File: config.mk
export PLATFORM = sky130hd
export DESIGN_NAME = scc_front
export DESIGN_NICKNAME = d
export VERILOG_FILES = /design/src/sv/scc_pkg.sv /design/src/sv/scc_front.sv
export SDC_FILE = /design/constraint.sdc
export NUM_CORES = 1
export LEC_CHECK = 0
export BUFFER_PORTS_ARGS = -buffer_cell sky130_fd_sc_hd__buf_2
export CAP_MARGIN = 10
export CORE_AREA = 4 4 59 61
export DETAILED_ROUTE_END_ITERATION = 10
export DIE_AREA = 0 0 63 65
export PLACE_DENSITY = 0.77
export SLEW_MARGIN = 40
export SYNTH_ARGS = -nofsm -noshare
export SYNTH_HDL_FRONTEND = slang
export SYNTH_SLANG_ARGS = --single-unit
File: constraint.sdc
create_clock -name clk_i -period 1.9 [get_ports clk_i]
set_input_delay 0.095 -clock clk_i [delete_from_list [all_inputs] [get_ports clk_i]]
set_output_delay 0.095 -clock clk_i [all_outputs]
set_load 0.01 [all_outputs]
File: src/sv/scc_pkg.sv
package scc_pkg;

  localparam int MaxWidth   = 1024;
  localparam int MaxRadius  = 3;
  localparam int WinLen     = 2 * MaxRadius + 1;
  localparam int ColW       = $clog2(MaxWidth);
  localparam int RowSelW    = $clog2(WinLen);
  localparam int StoreDepth = WinLen * MaxWidth;
  localparam int AddrW      = RowSelW + ColW;
  localparam int WidthW     = 11;
  localparam int HeightW    = 16;
  localparam int RadW       = 2;
  localparam int TapW       = 16;
  localparam int PixW       = 16;
  localparam int RowValW    = 20;
  localparam int AccW       = 40;
  localparam int RndW       = AccW - 14;
  localparam int PosW       = 27;

  typedef enum logic {
    OpPixel = 1'b0,
    OpFlush = 1'b1
  } op_e;

  typedef enum logic [2:0] {
    RegWidth  = 3'd0,
    RegHeight = 3'd1,
    RegRadius = 3'd2,
    RegTaps01 = 3'd3,
    RegTaps23 = 3'd4,
    RegTaps45 = 3'd5,
    RegTap6   = 3'd6
  } reg_idx_e;

  // effective settings, already clamped to their working ranges
  typedef struct packed {
    logic [WidthW-1:0]             width;
    logic [HeightW-1:0]            height;
    logic [RadW-1:0]               radius;
    logic [WinLen-1:0][TapW-1:0]   taps;
  } cfg_t;

  typedef struct packed {
    logic            is_pixel;
    logic [PixW-1:0] pixel;
  } item_t;

  function automatic logic signed [TapW-1:0] tap_at(input cfg_t c, input logic [RowSelW-1:0] k);
    logic signed [TapW-1:0] t;
    t = '0;
    if (int'(k) < WinLen) t = c.taps[k];
    return t;
  endfunction

  // drop 14 fraction bits, half up
  function automatic logic signed [RndW-1:0] rnd14(input logic signed [AccW-1:0] a);
    logic signed [AccW-1:0] t;
    t = a + AccW'(8192);
    return RndW'(t >>> 14);
  endfunction

  function automatic logic [RowValW-1:0] row_sat(input logic signed [RndW-1:0] v);
    logic [RowValW-1:0] o;
    if (v > RndW'(524287)) o = 20'h7FFFF;
    else if (v < -RndW'(524288)) o = 20'h80000;
    else o = RowValW'(v);
    return o;
  endfunction

  function automatic logic [PixW-1:0] col_sat(input logic signed [RndW-1:0] v);
    logic [PixW-1:0] o;
    if (v < 0) o = '0;
    else if (v > RndW'(65535)) o = '1;
    else o = PixW'(v);
    return o;
  endfunction

endpackage

File: src/sv/scc_front.sv
module scc_front (
  input  logic                  clk_i,
  input  logic                  rst_ni,
  input  logic                  s_axis_tvalid,
  output logic                  s_axis_tready,
  input  logic [15:0]           s_axis_tdata,
  input  logic                  s_axis_tuser,
  output logic                  item_valid_o,
  output scc_pkg::item_t        item_o,
  input  logic                  item_pop_i
);
  import scc_pkg::*;

  item_t      q_mem [2];
  logic [1:0] cnt_q;
  logic       wptr_q, rptr_q;
  logic       push, pop;
  item_t      in_item;

  // classify the incoming transfer
  assign in_item.is_pixel = (op_e'(s_axis_tuser) == OpPixel);
  assign in_item.pixel    = s_axis_tdata;

  assign s_axis_tready = (cnt_q != 2'd2);
  assign push          = s_axis_tvalid & s_axis_tready;
  assign pop           = item_pop_i & (cnt_q != 2'd0);
  assign item_valid_o  = (cnt_q != 2'd0);
  assign item_o        = q_mem[rptr_q];

  // two-entry queue storage
  always_ff @(posedge clk_i) begin
    if (push) q_mem[wptr_q] <= in_item;
  end

  // queue pointers
  always_ff @(posedge clk_i or negedge rst_ni) begin
    if (!rst_ni) begin
      cnt_q  <= '0;
      wptr_q <= 1'b0;
      rptr_q <= 1'b0;
    end else begin
      if (push) wptr_q <= ~wptr_q;
      if (pop)  rptr_q <= ~rptr_q;
      cnt_q <= cnt_q + 2'(push) - 2'(pop);
    end
  end

endmodule

== Word level (Yosys, flattened, before mapping) ==
Memories as Yosys holds them, arrays and structs flattened.
Cells that the tools add are included.
Operators by class
  $add $sub $neg: 2
  reduce and logical (&&, ||, !) cells: 1
  eq/ne operators: 1
  bitwise gates (word level): 5
  muxes and demuxes: 2
Operator list (count)
  $not 1->1: 3
  $add 2x1->2: 1
  $and 1x1->1: 2
  $mux 1: 2
  $ne 2x2->1 const B: 1
  $reduce_bool 2->1: 1
  $sub 2x1->2: 1
Storage, ports and cells
  memories: 1
  input bits: 21
  output and inout bits: 19
  flip-flop bits (word level): 4
  bits in writable memories: 34
  word-level logic and storage cells: 15
Memory list
  q_mem: depth 2, bits a word 17, rd ports 1, clocked after Yosys merged registers in 0, write ports 1, RTL line scc_front.sv:14  | item_t q_mem [2];

== Depth between registers and ports, before layout ==
  depth after elaboration: 4
  mapped depth: 7
  depth with buffers taken out: 7

== Worst setup path before layout ==
Ideal clock, no wire load.
  kind: register to register
  start point: reg cnt_q[1]
  end point: mem q_mem[0][0] in the netlist's numbering, enable pin
  setup time: 0.390 ns
  clock period less this slack: 1.788 ns
  stages on the path, launching flop included: 4
  arrival: 1.397 ns
  required time: 1.510 ns
  path buffers: 0
  setup slack: 0.112 ns
  cells stage by stage: dfrtp_1 -> nand2b_1 -> nand2_1 -> nor2_1
On the way
  word-level cells in the longest chain between the ends: 4
RTL lines
  start: declaration: RTL line scc_front.sv:15  | logic [1:0] cnt_q;
  start signal: assignment: RTL line scc_front.sv:44  | cnt_q <= cnt_q + 2'(push) - 2'(pop);
  $ne 2x2->1: RTL line scc_front.sv:24  | assign s_axis_tready = (cnt_q != 2'd2);
  via s_axis_tready: RTL line scc_front.sv:5  | output logic s_axis_tready,
  $and 1x1->1: RTL line scc_front.sv:25  | assign push = s_axis_tvalid & s_axis_tready;
  $mux 1: RTL line scc_front.sv:32  | if (push) q_mem[wptr_q] <= in_item;
  $mux 1 (not written as such): RTL line scc_front.sv:32
  end: declaration: RTL line scc_front.sv:14
The timed path passes the listed nets, and every way through them passes these cells.

== Worst setup path in the final report ==
  start point: reg cnt_q[1]
  end point: reg cnt_q[1]
On the way
  elaborated cells between the ends (all ways): 6
  those cells by class: add/sub (2); eq/ne (1); bitwise (2); reduce/logical (1)
RTL lines
  $reduce_bool 2->1: RTL line scc_front.sv:26  | assign pop = item_pop_i & (cnt_q != 2'd0);
  $and 1x1->1: RTL line scc_front.sv:26
  via pop: RTL line scc_front.sv:17  | logic push, pop;
  $sub 2x1->2: RTL line scc_front.sv:44
The timed path passes the listed nets, and every way through them passes these cells.
A chain may end at the register's enable or synchronous reset.

==> impl_metrics.json <==
{
  "grt_remaining_overflow": 0,
  "critical_path.reg2reg.endpoint": "cnt_q[1]",
  "die_height_um": 65,
  "finish.utilization_pct": 64.58,
  "seq_area_frac_synth_pct": 77.98,
  "sum_of_negative_setup_slack_ns": 0,
  "number_of_cells_on_the_worst_reg_to_reg_path": 7,
  "hold_class": "input port to flop",
  "synth-main-ff-cell": "sky130_fd_sc_hd__edfxtp_1",
  "maximum_operating_frequency_ghz": 0.5743,
  "synth_most_common_cell": "sky130_fd_sc_hd__edfxtp_1",
  "finalHoldWorstSlack_ns": 0.03110,
  "reg2reg_setup_slack_ns": 0.16,
  "ir_worst_vdd_mv": 0.9066,
  "worst_pin_slew_ns": 0.2413,
  "initial_utilization_pct": 48.28,
  "port-buffer-count": 39,
  "yosys_warnings": 0,
  "fp.dieW_um": 63,
  "first_pass_iters": 2,
  "area_fraction_in_compound_gates_after_synthesis_pct": 0,
  "first_global_vias": 874,
  "dieArea_mm2": 0.004095,
  "place_ws_ns": 0.1793,
  "post_synth_instance_area_mm2": 0.001438,
  "yosys-top-cells-count": "34 x sky130_fd_sc_hd__edfxtp_1, 17 x sky130_fd_sc_hd__mux2_2, 4 x sky130_fd_sc_hd__dfrtp_1",
  "fin_total_pwr_mw": 2.610,
  "power.density_cell_area_mw_per_mm2": 1357,
  "finalWeightedCongestion": 0.6179,
  "drt-wirelength-per-cell_um": 14.08,
  "path_max_fanout": 3,
  "final_max_slew_viol_count": 0,
  "timing.critical_path.to": "cnt_q[1]",
  "timing_worst_setup_path_type": "flop to flop",
  "routed-via-count": 793,
  "ioPinCount": 40,
  "cts.sink_count": 38,
  "critPathRequiredTime_ns": 2.15,
  "synth-async-reset-ratio_pct": 10.53,
  "wirelength_um": 2380,
  "slew_headroom_pct": 83.92,
  "area_inside_the_core_boundary_mm2": 0.002978,
  "remaining_drc_errors": 0,
  "post-synth-top-area-cell": "sky130_fd_sc_hd__edfxtp_1",
  "finish.net_count": 158,
  "register_area_mm2": 0.001121,
  "cts_tree": "done",
  "worstHoldStart": "s_axis_tuser",
  "fin_cells": 169,
  "run_status": "finished clean",
  "n_fill_cell": 228,
  "route.antenna.remaining_nets": 0,
  "synth_cell_types": 14,
  "placed_cells_incl_taps": 144,
  "endpoint_kind": "flop",
  "synth_largest_type_area_fraction_pct": 71.02,
  "synthSimpleGateAreaFrac_pct": 2.437,
  "timing.final.crit_share_pct": 91.64,
  "viasPerCell": 4.692,
  "worst_skew_pair.late_latency_ns": 0.32,
  "maxCapViolCount": 0,
  "number_of_flops_mapped_to_enable_cells_by_yosys": 34,
  "area_growth_syn_to_layout_pct": 33.77,
  "cts.htree.levels": 2,
  "worstSetupStartpoint": "cnt_q[1]",
  "synth_nets": 94,
  "timing_hold_violations_final": 0,
  "ys_ff_latch": 38,
  "maximum_clock_insertion_buffer_count": 2,
  "combinational_family_with_the_most_area_after_synthesis": "multiplexers",
  "synthCells": 71,
  "final-setup-viol-count": 0,
  "syn-mean-instance-area_um2": 20.25,
  "cells_taking_the_most_area_after_synthesis": "sky130_fd_sc_hd__edfxtp_1 71%, sky130_fd_sc_hd__mux2_2 13%, sky130_fd_sc_hd__dfrtp_1 7.0%",
  "clock_pin_slew_on_the_worst_setup_and_hold_paths_ns": 0.10,
  "setup_repair_bufs_after_cts": 0,
  "final_design_area_no_fill_mm2": 0.001923,
  "placed_instance_area_mm2": 0.001674,
  "cts_root_buffer": "sky130_fd_sc_hd__clkbuf_4",
  "share_of_cell_area_taken_by_muxes_after_synthesis_pct": 13.32,
  "unrepaired_setup_endpoints_after_global_routing": "no",
  "diodes": 0,
  "adder_cell_share_of_the_synthesized_area_pct": 1.741,
  "gr-usage-all-layers_pct": 13.04,
  "grt_start_max_net_pins": 18,
  "worstReg2RegStart": "cnt_q[1]",
  "cellLeakagePower_nw": 0.7677,
  "initial_antenna_violation_count": 0,
  "yosys.area_share.xor_xnor_pct": 2.437,
  "post_route_cells_drive_above_1_share_pct": 50.00,
  "fin_crit_ns": 1.741,
  "setup_slack_ns": 0.1588,
  "worstSetupStartpointType": "flop",
  "timing.critical_path.arrival_ns": 1.99,
  "detailedRoute.firstIterationViolations": 26,
  "cts_made_buffers": 5,
  "dp_hpwl_um": 1625,
  "skew_ns": 0.002649,
  "placement_rows": 20,
  "grt_first_pass_wirelength_um": 3933,
  "area_occupied_by_multi_input_gates_um2": 286.5
}
worst max-delay path: stages, from the launching register on:
cell and delay, ns:
sky130_fd_sc_hd__dfrtp_1 0.42, sky130_fd_sc_hd__or2_1 0.26, sky130_fd_sc_hd__and2_4 0.17, sky130_fd_sc_hd__ha_1 0.26, sky130_fd_sc_hd__inv_1 0.04, sky130_fd_sc_hd__ha_1 0.19, sky130_fd_sc_hd__xnor2_1 0.18, sky130_fd_sc_hd__xnor2_1 0.15
power by group:
part           switching [mW]  internal (mW)  leakage [nW]
clock                   0.237          0.253        0.0446
sequential             0.0677           1.15         0.362
combinational           0.453          0.448         0.361
kinds of logic (layout without fill, tap and decap cells):
logic type,Yosys count,in the layout
and+or+nand+nor,6,6
adders and majority gates,2,2
DFF,38,38
muxes,17,17
buffers and inverters,4,69
xor gates and xnor gates,4,4
registers in the layout, summed over array words and instances (netlist names):
name	cells
rptr_q	1
cnt_q	2
q_mem	34
wptr_q	1
per-layer routing:
metal / global-route usage (%) / routed length [um] / up-vias
met5: 0 / 0 / -
met2: 23.32 / 1333 / 19
li1: - / - / 395
met1: 13.84 / 914 / 375
met4: 5.785 / 25 / 0
met3: 4.506 / 107 / 4
repair_timing:
item,in CTS,in global routing
hold endpoints to repair,36,0
hold buffers,17,0
gates resized for setup,0,0
worst min-delay path by stage:
| stage | endpoint | slack [ns] | cells past startpoint |
|---|---|---|---|
| 2_1_floorplan | cnt_q[0] | -0.20 | 0 |
| 3_3_place_gp | cnt_q[0] | -0.1 | 1 |
| 3_5_place_dp | cnt_q[1] | -0.09 | 1 |
| 4_1_cts | q_mem[0][16] | 0.02 | 2 |
| 5_1_grt | q_mem[0][16] | 0.03 | 2 |
| 6_report | q_mem[0][16] | 0.03 | 2 |
final cells by class:
cell class	count	area share, %
Timing Repair Buffer	59	20.17
Clock buffer	8	4.099
Inverter	2	0.3904
Multi-Input combinational cell	29	14.90
Tap cell	33	2.147
Sequential cell	38	58.30
layout by cell type (no fill, tap or decap):
master                           n
sky130_fd_sc_hd__and2_4          1
sky130_fd_sc_hd__dfrtp_1         4
sky130_fd_sc_hd__clkbuf_4        5
sky130_fd_sc_hd__nand2_1         1
sky130_fd_sc_hd__or2_1           1
sky130_fd_sc_hd__inv_1           2
sky130_fd_sc_hd__and3_1          1
sky130_fd_sc_hd__xor2_1          1
sky130_fd_sc_hd__xnor2_1         3
sky130_fd_sc_hd__buf_2          39
sky130_fd_sc_hd__mux2_2         17
sky130_fd_sc_hd__buf_4           3
sky130_fd_sc_hd__nor2_1          1
sky130_fd_sc_hd__dlygate4sd3_1  17
sky130_fd_sc_hd__ha_1            2
sky130_fd_sc_hd__clkbuf_8        3
sky130_fd_sc_hd__edfxtp_1       34
sky130_fd_sc_hd__nand2b_1        1
Note: power is estimated with default switching activity, not from simulation.
