File: config.mk
export PLATFORM = sky130hd
export DESIGN_NAME = scc_regs
export DESIGN_NICKNAME = d
export VERILOG_FILES = /design/src/sv/scc_pkg.sv /design/src/sv/scc_regs.sv
export SDC_FILE = /design/constraint.sdc
export NUM_CORES = 1
export LEC_CHECK = 0
export BUFFER_PORTS_ARGS = -buffer_cell sky130_fd_sc_hd__buf_2
export CORE_MARGIN = 10
export CORE_UTILIZATION = 35
export DETAILED_ROUTE_END_ITERATION = 8
export GPL_TIMING_DRIVEN = 0
export PLACE_DENSITY = 0.65
export SYNTH_ARGS = -nofsm -noshare
export SYNTH_HDL_FRONTEND = slang
export SYNTH_SLANG_ARGS = --single-unit
File: constraint.sdc
create_clock -name clk_i -period 4 [get_ports clk_i]
set_input_delay 0.6 -clock clk_i [delete_from_list [all_inputs] [get_ports clk_i]]
set_output_delay 0.6 -clock clk_i [all_outputs]
set_load 0.02 [all_outputs]
File: src/sv/scc_pkg.sv
package scc_pkg;

  localparam int MaxWidth   = 1024;
  localparam int MaxRadius  = 3;
  localparam int WinLen     = 2 * MaxRadius + 1;
  localparam int ColW       = $clog2(MaxWidth);
  localparam int RowSelW    = $clog2(WinLen);
  localparam int StoreDepth = WinLen * MaxWidth;
  localparam int AddrW      = RowSelW + ColW;
  localparam int WidthW     = 11;
  localparam int HeightW    = 16;
  localparam int RadW       = 2;
  localparam int TapW       = 16;
  localparam int PixW       = 16;
  localparam int RowValW    = 20;
  localparam int AccW       = 40;
  localparam int RndW       = AccW - 14;
  localparam int PosW       = 27;

  typedef enum logic {
    OpPixel = 1'b0,
    OpFlush = 1'b1
  } op_e;

  typedef enum logic [2:0] {
    RegWidth  = 3'd0,
    RegHeight = 3'd1,
    RegRadius = 3'd2,
    RegTaps01 = 3'd3,
    RegTaps23 = 3'd4,
    RegTaps45 = 3'd5,
    RegTap6   = 3'd6
  } reg_idx_e;

  // effective settings, already clamped to their working ranges
  typedef struct packed {
    logic [WidthW-1:0]             width;
    logic [HeightW-1:0]            height;
    logic [RadW-1:0]               radius;
    logic [WinLen-1:0][TapW-1:0]   taps;
  } cfg_t;

  typedef struct packed {
    logic            is_pixel;
    logic [PixW-1:0] pixel;
  } item_t;

  function automatic logic signed [TapW-1:0] tap_at(input cfg_t c, input logic [RowSelW-1:0] k);
    logic signed [TapW-1:0] t;
    t = '0;
    if (int'(k) < WinLen) t = c.taps[k];
    return t;
  endfunction

  // drop 14 fraction bits, half up
  function automatic logic signed [RndW-1:0] rnd14(input logic signed [AccW-1:0] a);
    logic signed [AccW-1:0] t;
    t = a + AccW'(8192);
    return RndW'(t >>> 14);
  endfunction

  function automatic logic [RowValW-1:0] row_sat(input logic signed [RndW-1:0] v);
    logic [RowValW-1:0] o;
    if (v > RndW'(524287)) o = 20'h7FFFF;
    else if (v < -RndW'(524288)) o = 20'h80000;
    else o = RowValW'(v);
    return o;
  endfunction

  function automatic logic [PixW-1:0] col_sat(input logic signed [RndW-1:0] v);
    logic [PixW-1:0] o;
    if (v < 0) o = '0;
    else if (v > RndW'(65535)) o = '1;
    else o = PixW'(v);
    return o;
  endfunction

endpackage

File: src/sv/scc_regs.sv
module scc_regs (
  input  logic              clk_i,
  input  logic              rst_ni,
  input  logic              psel,
  input  logic              penable,
  input  logic              pwrite,
  input  logic [4:0]        paddr,
  input  logic [31:0]       pwdata,
  output logic [31:0]       prdata,
  output logic              pready,
  output scc_pkg::cfg_t     cfg_o
);
  import scc_pkg::*;

  logic [WidthW-1:0]  width_q;
  logic [HeightW-1:0] height_q;
  logic [RadW-1:0]    radius_q;
  logic [31:0]        taps01_q, taps23_q, taps45_q;
  logic [TapW-1:0]    tap6_q;
  logic               wr_en;
  reg_idx_e           idx;

  assign pready = 1'b1;
  assign wr_en  = psel & penable & pwrite;
  assign idx    = reg_idx_e'(paddr[4:2]);

  // register writes
  always_ff @(posedge clk_i or negedge rst_ni) begin
    if (!rst_ni) begin
      width_q  <= WidthW'(1024);
      height_q <= HeightW'(1024);
      radius_q <= RadW'(1);
      taps01_q <= 32'h4000_0000;
      taps23_q <= '0;
      taps45_q <= '0;
      tap6_q   <= '0;
    end else if (wr_en) begin
      unique case (idx)
        RegWidth:  width_q  <= pwdata[WidthW-1:0];
        RegHeight: height_q <= pwdata[HeightW-1:0];
        RegRadius: radius_q <= pwdata[RadW-1:0];
        RegTaps01: taps01_q <= pwdata;
        RegTaps23: taps23_q <= pwdata;
        RegTaps45: taps45_q <= pwdata;
        RegTap6:   tap6_q   <= pwdata[TapW-1:0];
        default: ;
      endcase
    end
  end

  // register reads
  always_comb begin
    prdata = '0;
    unique case (idx)
      RegWidth:  prdata = 32'(width_q);
      RegHeight: prdata = 32'(height_q);
      RegRadius: prdata = 32'(radius_q);
      RegTaps01: prdata = taps01_q;
      RegTaps23: prdata = taps23_q;
      RegTaps45: prdata = taps45_q;
      RegTap6:   prdata = 32'(tap6_q);
      default:   prdata = '0;
    endcase
  end

  // working values, out-of-range settings folded in
  always_comb begin
    if (width_q == '0) cfg_o.width = WidthW'(1);
    else if (width_q > WidthW'(MaxWidth)) cfg_o.width = WidthW'(MaxWidth);
    else cfg_o.width = width_q;
    cfg_o.height  = (height_q == '0) ? HeightW'(1) : height_q;
    cfg_o.radius  = (int'(radius_q) > MaxRadius) ? RadW'(MaxRadius) : radius_q;
    cfg_o.taps[0] = taps01_q[15:0];
    cfg_o.taps[1] = taps01_q[31:16];
    cfg_o.taps[2] = taps23_q[15:0];
    cfg_o.taps[3] = taps23_q[31:16];
    cfg_o.taps[4] = taps45_q[15:0];
    cfg_o.taps[5] = taps45_q[31:16];
    cfg_o.taps[6] = tap6_q;
  end

endmodule

# Word-level counts from Yosys, hierarchy flattened

Cells that the tools add are included.

Register bits after elaboration: 141
Bits of input ports: 42
Output and inout bits: 174
Logic and storage cells: 30

$lt $le $gt $ge: 1
Equal/unequal tests: 6
Mux-type cells: 4
Bitwise gates (word level): 2
Reductions and logical operators: 10

Operator list:

| kind                 | number |
|---|---|
| $pmux 32 s7          | 1 |
| $mux 11              | 2 |
| $logic_not 16->1     | 1 |
| $mux 16              | 1 |
| $reduce_and 2->1     | 7 |
| $gt 11x11->1 const B | 1 |
| $logic_not 11->1     | 1 |
| $eq 3x3->1 const B   | 3 |
| $eq 3x2->1 const B   | 2 |
| $eq 3x1->1 const B   | 1 |
| $logic_not 3->1      | 1 |
| $and 1x1->1          | 2 |

# Logic depth before layout (Yosys ltp)

Gate-level depths: netlist of the first run.

Word-level depth: 3
Depth in mapped cells: 6
Depth with buffers taken out: 3

# Worst setup path before layout of the first run

Ideal clock, no wire load.

Path kind: input -> output
Start point: input paddr[3]
End point: output prdata[0]
Arrival time: 1.800 ns
Required time: 3.400 ns
Path slack: 1.600 ns
Cell stages on the path: 5
Path buffers: 2
Cell sequence: buf_2 inv_1 clkbuf_1 a221oi_1 a211oi_1

Longest elaborated chain between the ends: 2
Elaborated cells on any way between the ends: 8
Classes of those cells: eq/ne: 6; mux: 1; reduce/logical: 1

RTL lines:

| what                                     | line           | RTL |
|---|---|---|
| start, declared                          | scc_regs.sv:7  | `input logic [4:0] paddr,` |
| $eq 3x3->1, or another cell as far along | scc_regs.sv:54 | `unique case (idx)` |
| $pmux 32 s7 (*)                          | scc_regs.sv:54 |  |
| end, declared                            | scc_regs.sv:9  | `output logic [31:0] prdata,` |

Mark *: on every way between the ends. The rest lies on a longest branch, timed or not.

# Final worst setup path of the first run

Start point: input paddr[3]
End point: output prdata[1]

Same word-level chain as after synthesis.

==> results of run 1 <==
[cell type report]
class / count / area (um2)
Fill cell: 1745 / 10020
Sequential cell: 141 / 3533
Multi-Input combinational cell: 310 / 2864
Timing Repair Buffer: 212 / 1090
Clock buffer: 24 / 471.7
Tap cell: 234 / 292.8
Buffer: 48 / 249.0
Clock inverter: 7 / 160.2
Inverter: 4 / 15.01
Antenna cell: 4 / 10.01
[cells in the mapped netlist, drive strengths merged (6+ instances only)]
master	number
buf	26
nand2	24
mux2i	27
o21ai	18
nor2	9
nor2b	13
mux2	155
clkbuf	22
a22oi	8
a221oi	6
o221ai	6
a21oi	7
dfrtp	137
[path summary, 6_finish.rpt]
check / startpoint / endpoint / slack (ns) / cells after the start
min: rst_ni / taps23_q[28] / 0.18 / 1
max reg2reg: width_q[10] / width_q[10] / 2.71 / 2
max in group asynchronous: rst_ni / width_q[10] / 2.99 / 2
max: paddr[3] / prdata[1] / 0.67 / 7
min reg2reg: taps45_q[2] / taps45_q[2] / 0.50 / 1
min in group clk_i: pwdata[27] / taps45_q[27] / 0.44 / 2
[worst max-delay path, stage by stage]
cell and delay (ns):
buf_2 0.12, buf_2 0.20, buf_2 0.24, nor3b_1 0.97
a22oi_1 0.15, o211ai_1 0.22, buf_2 0.22
[state kept, by name (all words and copies together), names as in the netlist]
register  cells
width_q      11
taps23_q     32
radius_q      2
height_q     16
taps45_q     32
tap6_q       16
taps01_q     32
[layer usage]
metal | part of all wire, % | vias up
met2 | 46 | 183
met5 | 0.031 | -
li1 | - | 2295
met1 | 44 | 2501
met3 | 8.5 | 24
met4 | 1.6 | 2
[logic make-up after synthesis]
| family | count (synthesis) |
|---|---|
| compound gates | 57 |
| buf+inv | 52 |
| flops | 141 |
| mux | 183 |
| other cells | 1 |
| simple gates | 69 |
[through the flow]
step	instance area, um2	power (mW)	setup slack, ns
floorplan	6661	2.794	1.600
global placement	8010	3.377	0.1838
detailed placement	8044	3.401	0.7123
CTS	8676	5.149	0.7066
global route	8676	5.331	0.5129
finish	8686	5.085	0.6702
[power groups by stage]
stage / Combinational (mW) / Clock, mW / Sequential (mW)
after global routing: 1.51 / 1.82 / 2.00
after global placement: 1.41 / 0 / 1.96
after detailed placement: 1.43 / 0 / 1.97
after floorplan: 0.593 / 0 / 2.20
after CTS: 1.43 / 1.77 / 1.95
final: 1.41 / 1.73 / 1.95
==> impl_metrics.csv, run 1 <==
group,metric,value,unit
yosys,synthSimpleGateAreaFrac,6.029,%
clock_tree,clk_latency,0.41,ns
sta,fin_skew,0,ns
yosys,ys.flop_type,"dfrtp_1",
sta,holdWs,0.1809,ns
final_layout,final_cell_mix,"buf_2, mux2_2, dfrtp_1",
drt,ant_nets,0,
die,dieArea,24950,um2
global_routing,grtUsageMet1,22.78,%
final_layout,utilization,46.43,%
yosys,ys_warn_count,0,
final_layout,syn2layout_area_growth,30.39,%
worst_setup_path,cp.required,3.40,ns
status,status,"finished, final reports clean",
drt,routed_wl,22.63,mm
yosys,synth_compound_area_share,5.748,%
worst_setup_path,arrival,2.73,ns
clock_tree,cts-root-buf,"clkbuf_16",
yosys,synth_top_family_by_area,"multiplexers",
die,io-pin-count,216,
drt,dr_total_vias,5005,
power,p_per_area,585.4,nW/um2
yosys,ys_types,40,
sta,max_freq,300.3,MHz
die,start_util,35.61,%
yosys,synth_top_area_share,51.47,%
global_routing,grt_max_degree,75,
sta,setup_violations,0,
global_routing,grt.met2_usage,28.55,%
clock_tree,cts_made_buffers,17,
power,pwr-share-clk,34.0,%
global_routing,grt_usage,18.04,%
clock_tree,cts.sink_count,141,
drt,drc,0,
worst_setup_path,endpoint_kind,"output pin",
place,gp_congestion,0.7927,
global_routing,gr-usage-met3,6.187,%
yosys,syn_area,6661,um2
final_layout,layout_commonest_cell,"buf_2",
global_routing,antenna_found_initial,4,
yosys,ys_ff_latch,141,
drt,via_per_inst,5.086,
power,peakVddDrop,0.0002943,V
final_layout,fin_cells,984,
worst_setup_path,critical_path_class,"in2out",
place,portBuffers,211,
yosys,syn-num-nets,545,
global_routing,grt_pass1_wl,33.64,mm
sta,slew_headroom,22.23,%
clock_tree,cts-htree-levels,4,
hold_path,hold_class,"in2async",
sta,final-max-slew-violation-count,0,
power,switching_share,32.76,%
flow_run,maxCapViolCount,0,
clock_tree,post_cts_resized,0,
yosys,netlist_instances,503,
die,fp.dieW,158.0,um
drt,dr.pass1.iters,4,
yosys,synth_top_area_cell,"dfrtp_1",
final_layout,fin_nets,776,
yosys,synth-edff-count,0,
sta,grt_setup_unrepaired,"no",
power,switchingPower,1.666,mW
drt,drtIter0Drc,261,
yosys,synth_fa_ha_area_share,0,%
drt,wl_per_cell,22.99,um
yosys,seq_area_frac_synth,53.04,%
yosys,async_flop_share,100.0,%
yosys,avgSynthCellArea,13.24,um2
power,p_int,3.419,mW
clock_tree,postCtsHoldBufs,0,
sta,hold_viol,0,
sta,finalSetupTns,0,ns
place,dp.cells,949,
clock_tree,cts.clk_slew.worst_paths,0.06,ns
die,coreArea,18710,um2
clock_tree,cts_buffer_depth,2,
yosys,synth.area.top_cells,"dfrtp_1, mux2_2, mux2i_1",
place,hpwlAfterDp,16.75,mm
sta,worst_pin_slew,1.164,ns
sta,finalCritPeriodShare,83.24,%
clock_tree,post_cts_buffers,0,
power,power_frac_seq,38.4,%
yosys,synthXorXnorAreaFrac,0,%
power,power_frac_comb,27.7,%
worst_setup_path,startpoint_type,"input port",
worst_setup_path,critPathMaxFanout,10,
global_routing,grt.busiest_layer,"met2",
global_routing,grt.overflow.total,0,
global_routing,first_global_vias,5397,
sta,fin_crit,3.330,ns
power,leakagePower,4.389,nW
die,core.rowCount,50,
clock_tree,cts_tree,"done",
yosys,synth_mux_area_share,31.16,%
die,fp.dieH,158.0,um
final_layout,drive_gt1_share,57.10,%
Note: power is estimated with default switching activity, not from simulation.
==> inputs of run 2 (changes only) <==
- PLACE_DENSITY: 0.65 -> 0.67
- clock period: 4 -> 2.82 ns (I/O delays scaled with it)
==> run 2 against run 1 <==
Net effect:
- global-route usage increased by 0.33 points
- clock power is 35% higher
- sequential share of layout area is 0.070 points higher
- largest cell class unchanged
- clock-buffer cell count shrank 5
- critical path depth did not move
- largest power group unchanged
==> impl_metrics.csv, run 2 (same netlist as run 1, synthesis figures left out) <==
group,metric,value,unit
status,status,"finished, final reports clean",
sta,worst_pin_slew,0.7837,ns
die,core.rowCount,50,
drt,dr.pass1.iters,8,
die,io-pin-count,216,
final_layout,fillers,1757,
worst_setup_path,cp.required,2.40,ns
drt,ant_nets,0,
sta,fin_crit,2.556,ns
global_routing,grt.overflow.total,0,
clock_tree,cts-htree-levels,4,
sta,grt_setup_unrepaired,"no",
global_routing,grt_usage,18.37,%
global_routing,grt_pass1_wl,34.09,mm
final_layout,drive_gt1_share,57.89,%
sta,holdWs,0.2531,ns
hold_path,hold_end,"taps45_q[21]",
sta,final-max-slew-violation-count,0,
worst_setup_path,critical_path_class,"in2out",
clock_tree,cts-root-buf,"clkbuf_16",
sta,fin_skew,0,ns
final_layout,syn2layout_area_growth,30.17,%
global_routing,grt_max_degree,91,
die,fp.dieW,158.0,um
sta,max_freq,391.2,MHz
final_layout,reg_top3,"taps01_q (32), taps23_q (32), taps45_q (32)",
sta,finalCritPeriodShare,90.65,%
final_layout,utilization,46.35,%
final_layout,final_cell_mix,"buf_2, mux2_2, dfrtp_1",
worst_setup_path,startpoint_type,"input port",
clock_tree,cts_buffer_depth,2,
worst_setup_path,crit_path_cell_trace,"buf_2 -> buf_2 -> buf_2 -> nor2b_1 -> a22oi_1 -> o221ai_1 -> buf_2",
sta,hold_viol,0,
die,start_util,35.61,%
drt,wl_per_cell,23.33,um
power,power,7.104,mW
clock_tree,post_cts_buffers,0,
place,post-place-ws,-0.06428,ns
clock_tree,cts_tree,"done",
sta,finalWorstSetupSlack,0.2638,ns
final_layout,fin_nets,777,
power,peakVddDrop,0.0004282,V
final_layout,layout_commonest_cell,"buf_2",
power,p_per_area,819.3,nW/um2
drt,drtIter0Drc,273,
clock_tree,cts_made_buffers,17,
place,portBuffers,211,
worst_setup_path,reg2reg_depth,2,
place,dp.cells,949,
global_routing,first_global_vias,5499,
sta,finalSetupTns,0,ns
clock_tree,cts.clk_slew.worst_paths,0.06,ns
drt,routed_wl,22.96,mm
sta,slew_headroom,47.76,%
worst_setup_path,cp-startpoint,"paddr[3]",
place,place_area,8044,um2
drt,drc,0,
drt,dr_total_vias,5115,
die,fp.dieH,158.0,um
worst_setup_path,endpoint_kind,"output pin",
final_layout,final_area,8671,um2
flow_run,maxCapViolCount,0,
place,gp_congestion,0.8099,
global_routing,antenna_found_initial,4,
hold_path,holdPathStages,2,
hold_path,hold_path.startpoint,"pwdata[21]",
die,dieArea,24950,um2
worst_setup_path,r2r_slack,1.58,ns
worst_setup_path,critPathMaxFanout,10,
worst_setup_path,crit_slowest_cell,"nor2b_1",
worst_setup_path,cp_common_cell,"buf_2",
worst_setup_path,r2r_end,"width_q[10]",
hold_path,hold_class,"in2reg",
drt,via_per_inst,5.198,
die,coreArea,18710,um2
worst_setup_path,r2r_start,"width_q[10]",
worst_setup_path,cpPeakStageDelay,0.54,ns
clock_tree,clk_latency,0.42,ns
final_layout,fin_cells,984,
place,hpwlAfterDp,16.92,mm
power,leakagePower,4.380,nW
clock_tree,cts.sink_count,141,
sta,setup_violations,0,
worst_setup_path,arrival,2.13,ns
[run 2: worst max-delay path, delay by kind of cell]
kind / cells / cell delay (ns)
AO/OA/AOI/OAI: 2 / 0.41
buffers and inverters: 4 / 0.75
AND/OR/NAND/NOR: 1 / 0.54
[run 2: worst max-delay path by stage]
| stage | end | cells after the start |
|---|---|---|
| 2_1_floorplan | prdata[0] | 5 |
| 3_3_place_gp | tap6_q[14] | 1 |
| 3_5_place_dp | prdata[1] | 7 |
| 4_1_cts | prdata[15] | 7 |
| 5_1_grt | prdata[12] | 6 |
| 6_report | prdata[15] | 7 |
[run 2: metal layers]
| metal | GRT usage [%] | wire, um | vias up |
|---|---|---|---|
| li1 | - | - | 2295 |
| met1 | 22.21 | 9484 | 2574 |
| met2 | 29.47 | 10860 | 209 |
| met3 | 6.974 | 2081 | 35 |
| met4 | 6.220 | 520 | 2 |
| met5 | 0 | 10 | - |
[run 2: where the power goes]
group	switching, mW	total [mW]	internal (mW)	leakage [nW]
Combinational	1.19	2.00	0.810	2.30
Sequential	0.341	2.77	2.43	1.79
Clock	0.913	2.33	1.42	0.290
Total	2.45	7.10	4.66	4.38
[run 2: layout make-up]
cell class                 instances  area, um2  area share (%)
sequential                       141       3533           40.75
multi-input combinational        310       2869           33.09
timing repair buffer             213       1100           12.68
clock buffer                      19      442.9           5.108
tap                              234      292.8           3.377
buffer                            48      250.2           2.886
clock inverter                    13      162.7           1.876
inverter                           4      15.01          0.1732
antenna                            2      5.005         0.05772
[run 2: timing repair]
item                       in CTS  in global routing
gates resized for setup         1                  2
cloned                          0                  0
setup endpoints to repair       1                  1
hold endpoints to repair       50                  0
hold buffers                    1                  0
==> inputs of run 3 (changes only) <==
- BUFFER_PORTS_ARGS: -buffer_cell sky130_fd_sc_hd__buf_2 -> default
- DONT_BUFFER_PORTS: default -> 1
- PLACE_DENSITY: 0.67 -> 0.57
==> run 3 against run 2 <==
Net effect:
- the flow now finishes with violations (negative hold slack)
- critical path depth shrank 2
- clock power is essentially flat
- critical path type unchanged
- sequential cell count is the same
- worst hold slack lost 0.54 ns
- sequential share of layout area grew 5.8 points
- fmax shrank 5.7%
- worst setup slack lost 0.16 ns
- routed wire length shrank 3.0%
- first-iteration DRC count shrank 26%
- largest cell class unchanged
- combinational power shrank 50%
==> impl_metrics.csv, run 3 (same netlist as run 1, synthesis figures left out) <==
group,metric,value,unit
status,status,"finished with violations",
status,violations,"negative hold slack",
final_layout,fin_nets,564,
sta,hold_viol,141,
final_layout,seqCellArea,3533,um2
final_layout,final_cell_mix,"mux2_2, dfrtp_1, mux2i_1",
clock_tree,cts-root-buf,"clkbuf_16",
sta,holdWs,-0.2914,ns
power,leakagePower,3.397,nW
sta,worst_pin_slew,0.9770,ns
place,gp_congestion,0.8087,
die,start_util,35.61,%
power,p_per_area,876.4,nW/um2
sta,final-max-slew-violation-count,0,
die,fp.dieH,158.0,um
hold_path,hold_class,"in2async",
worst_setup_path,critical_path_class,"in2out",
power,p_int,4.424,mW
final_layout,reg_top3,"taps01_q (32), taps23_q (32), taps45_q (32)",
drt,drc,0,
sta,grt_setup_unrepaired,"no",
clock_tree,cts_tree,"done",
global_routing,grt_max_degree,142,
place,dp.cells,737,
final_layout,multi_input_area,2864,um2
sta,setup_violations,0,
worst_setup_path,startpoint_type,"input port",
worst_setup_path,r2r_slack,1.59,ns
clock_tree,cts_buffer_depth,2,
clock_tree,cts.clk_slew.worst_paths,0.05,ns
die,fp.dieW,158.0,um
sta,fin_skew,0,ns
drt,dr.pass1.iters,4,
final_layout,fin_cells,771,
drt,dr_total_vias,4333,
final_layout,drive_gt1_share,40.82,%
sta,slew_headroom,34.73,%
drt,ant_nets,0,
flow_run,maxCapViolCount,0,
clock_tree,clk_latency,0.41,ns
power,power_frac_seq,49.5,%
worst_setup_path,endpoint_kind,"output pin",
power,switchingPower,2.223,mW
drt,routed_wl,22.27,mm
sta,fin_crit,2.712,ns
final_layout,layout_commonest_cell,"mux2_2",
worst_setup_path,cp.required,2.40,ns
global_routing,antenna_found_initial,1,
worst_setup_path,arrival,2.29,ns
clock_tree,cts.sink_count,141,
worst_setup_path,cp-startpoint,"paddr[3]",
die,dieArea,24950,um2
worst_setup_path,crit_path_cell_trace,"buf_2 -> inv_1 -> clkbuf_1 -> a221oi_1 -> a211oi_1",
worst_setup_path,crit_slowest_cell,"a211oi_1",
sta,finalCritPeriodShare,96.16,%
global_routing,grt_usage,17.72,%
clock_tree,cts-htree-levels,4,
worst_setup_path,critPathMaxFanout,10,
die,core.rowCount,50,
power,pwr-share-clk,35.6,%
final_layout,syn2layout_area_growth,13.84,%
worst_setup_path,r2r_start,"width_q[10]",
place,hpwlAfterDp,16.40,mm
drt,via_per_inst,5.620,
power,switching_share,33.44,%
drt,wl_per_cell,28.88,um
final_layout,utilization,40.54,%
global_routing,grt.overflow.total,0,
sta,max_freq,368.8,MHz
global_routing,first_global_vias,4741,
power,power_frac_comb,14.9,%
die,io-pin-count,216,
power,peakVddDrop,0.0003913,V
die,coreArea,18710,um2
final_layout,fillers,1798,
clock_tree,cts_made_buffers,17,
global_routing,grt_pass1_wl,32.23,mm
place,portBuffers,0,
sta,finalSetupTns,0,ns
drt,drtIter0Drc,202,
worst_setup_path,cpPeakStageDelay,0.73,ns
clock_tree,post_cts_resized,0,
run 3: worst paths after layout:
path,end,cells past startpoint
max in group asynchronous,taps01_q[30],0
setup / recovery,prdata[0],5
setup reg to reg,width_q[10],2
min in group clk_i,taps45_q[4],1
hold reg to reg,height_q[0],1
hold / removal,taps23_q[6],0
run 3: layer usage:
layer	vias up	global-route usage [%]	wire [um]
li1	1853	-	-
met1	2272	19.72	8376
met2	187	29.35	10930
met3	21	8.765	2666
met4	0	5.117	298
met5	-	0	0
run 3: stage by stage:
step | instance area [um2] | power [mW] | setup WS [ns]
global placement | 6954 | 4.289 | 0.1216
global route | 7576 | 6.965 | 0.001962
floorplan | 6661 | 3.963 | 0.7735
CTS | 7576 | 6.732 | 0.1107
finish | 7584 | 6.647 | 0.1082
detailed placement | 6954 | 4.342 | 0.1122
run 3: cell type report:
cell class                      instances  area share [%]
Multi-Input combinational cell        310           37.77
Tap cell                              234           3.861
Clock buffer                           20           6.022
Antenna cell                            3         0.09899
Inverter                                4          0.1980
Sequential cell                       141           46.59
Buffer                                 48           3.283
Clock inverter                         11           2.178
run 3: what timing repair did:
item,in CTS,in global routing
endpoints found under the setup margin,0,0
buffers inserted,0,0
endpoints found under the hold margin,141,141
run 3: critical path: cells and delay by family:
kind / cells / cell delay (ns)
AOI/OAI and AO/OA: 2 / 0.97
buffers and inverters: 3 / 0.89
run 3: power by group through the flow:
stage	registers (mW)	clock network (mW)	logic [mW]
5_1_grt	3.36	2.52	1.08
3_3_place_gp	3.32	0	0.971
6_report	3.29	2.36	0.992
2_1_floorplan	3.12	0	0.842
3_5_place_dp	3.34	0	1.00
4_1_cts	3.31	2.42	1.01
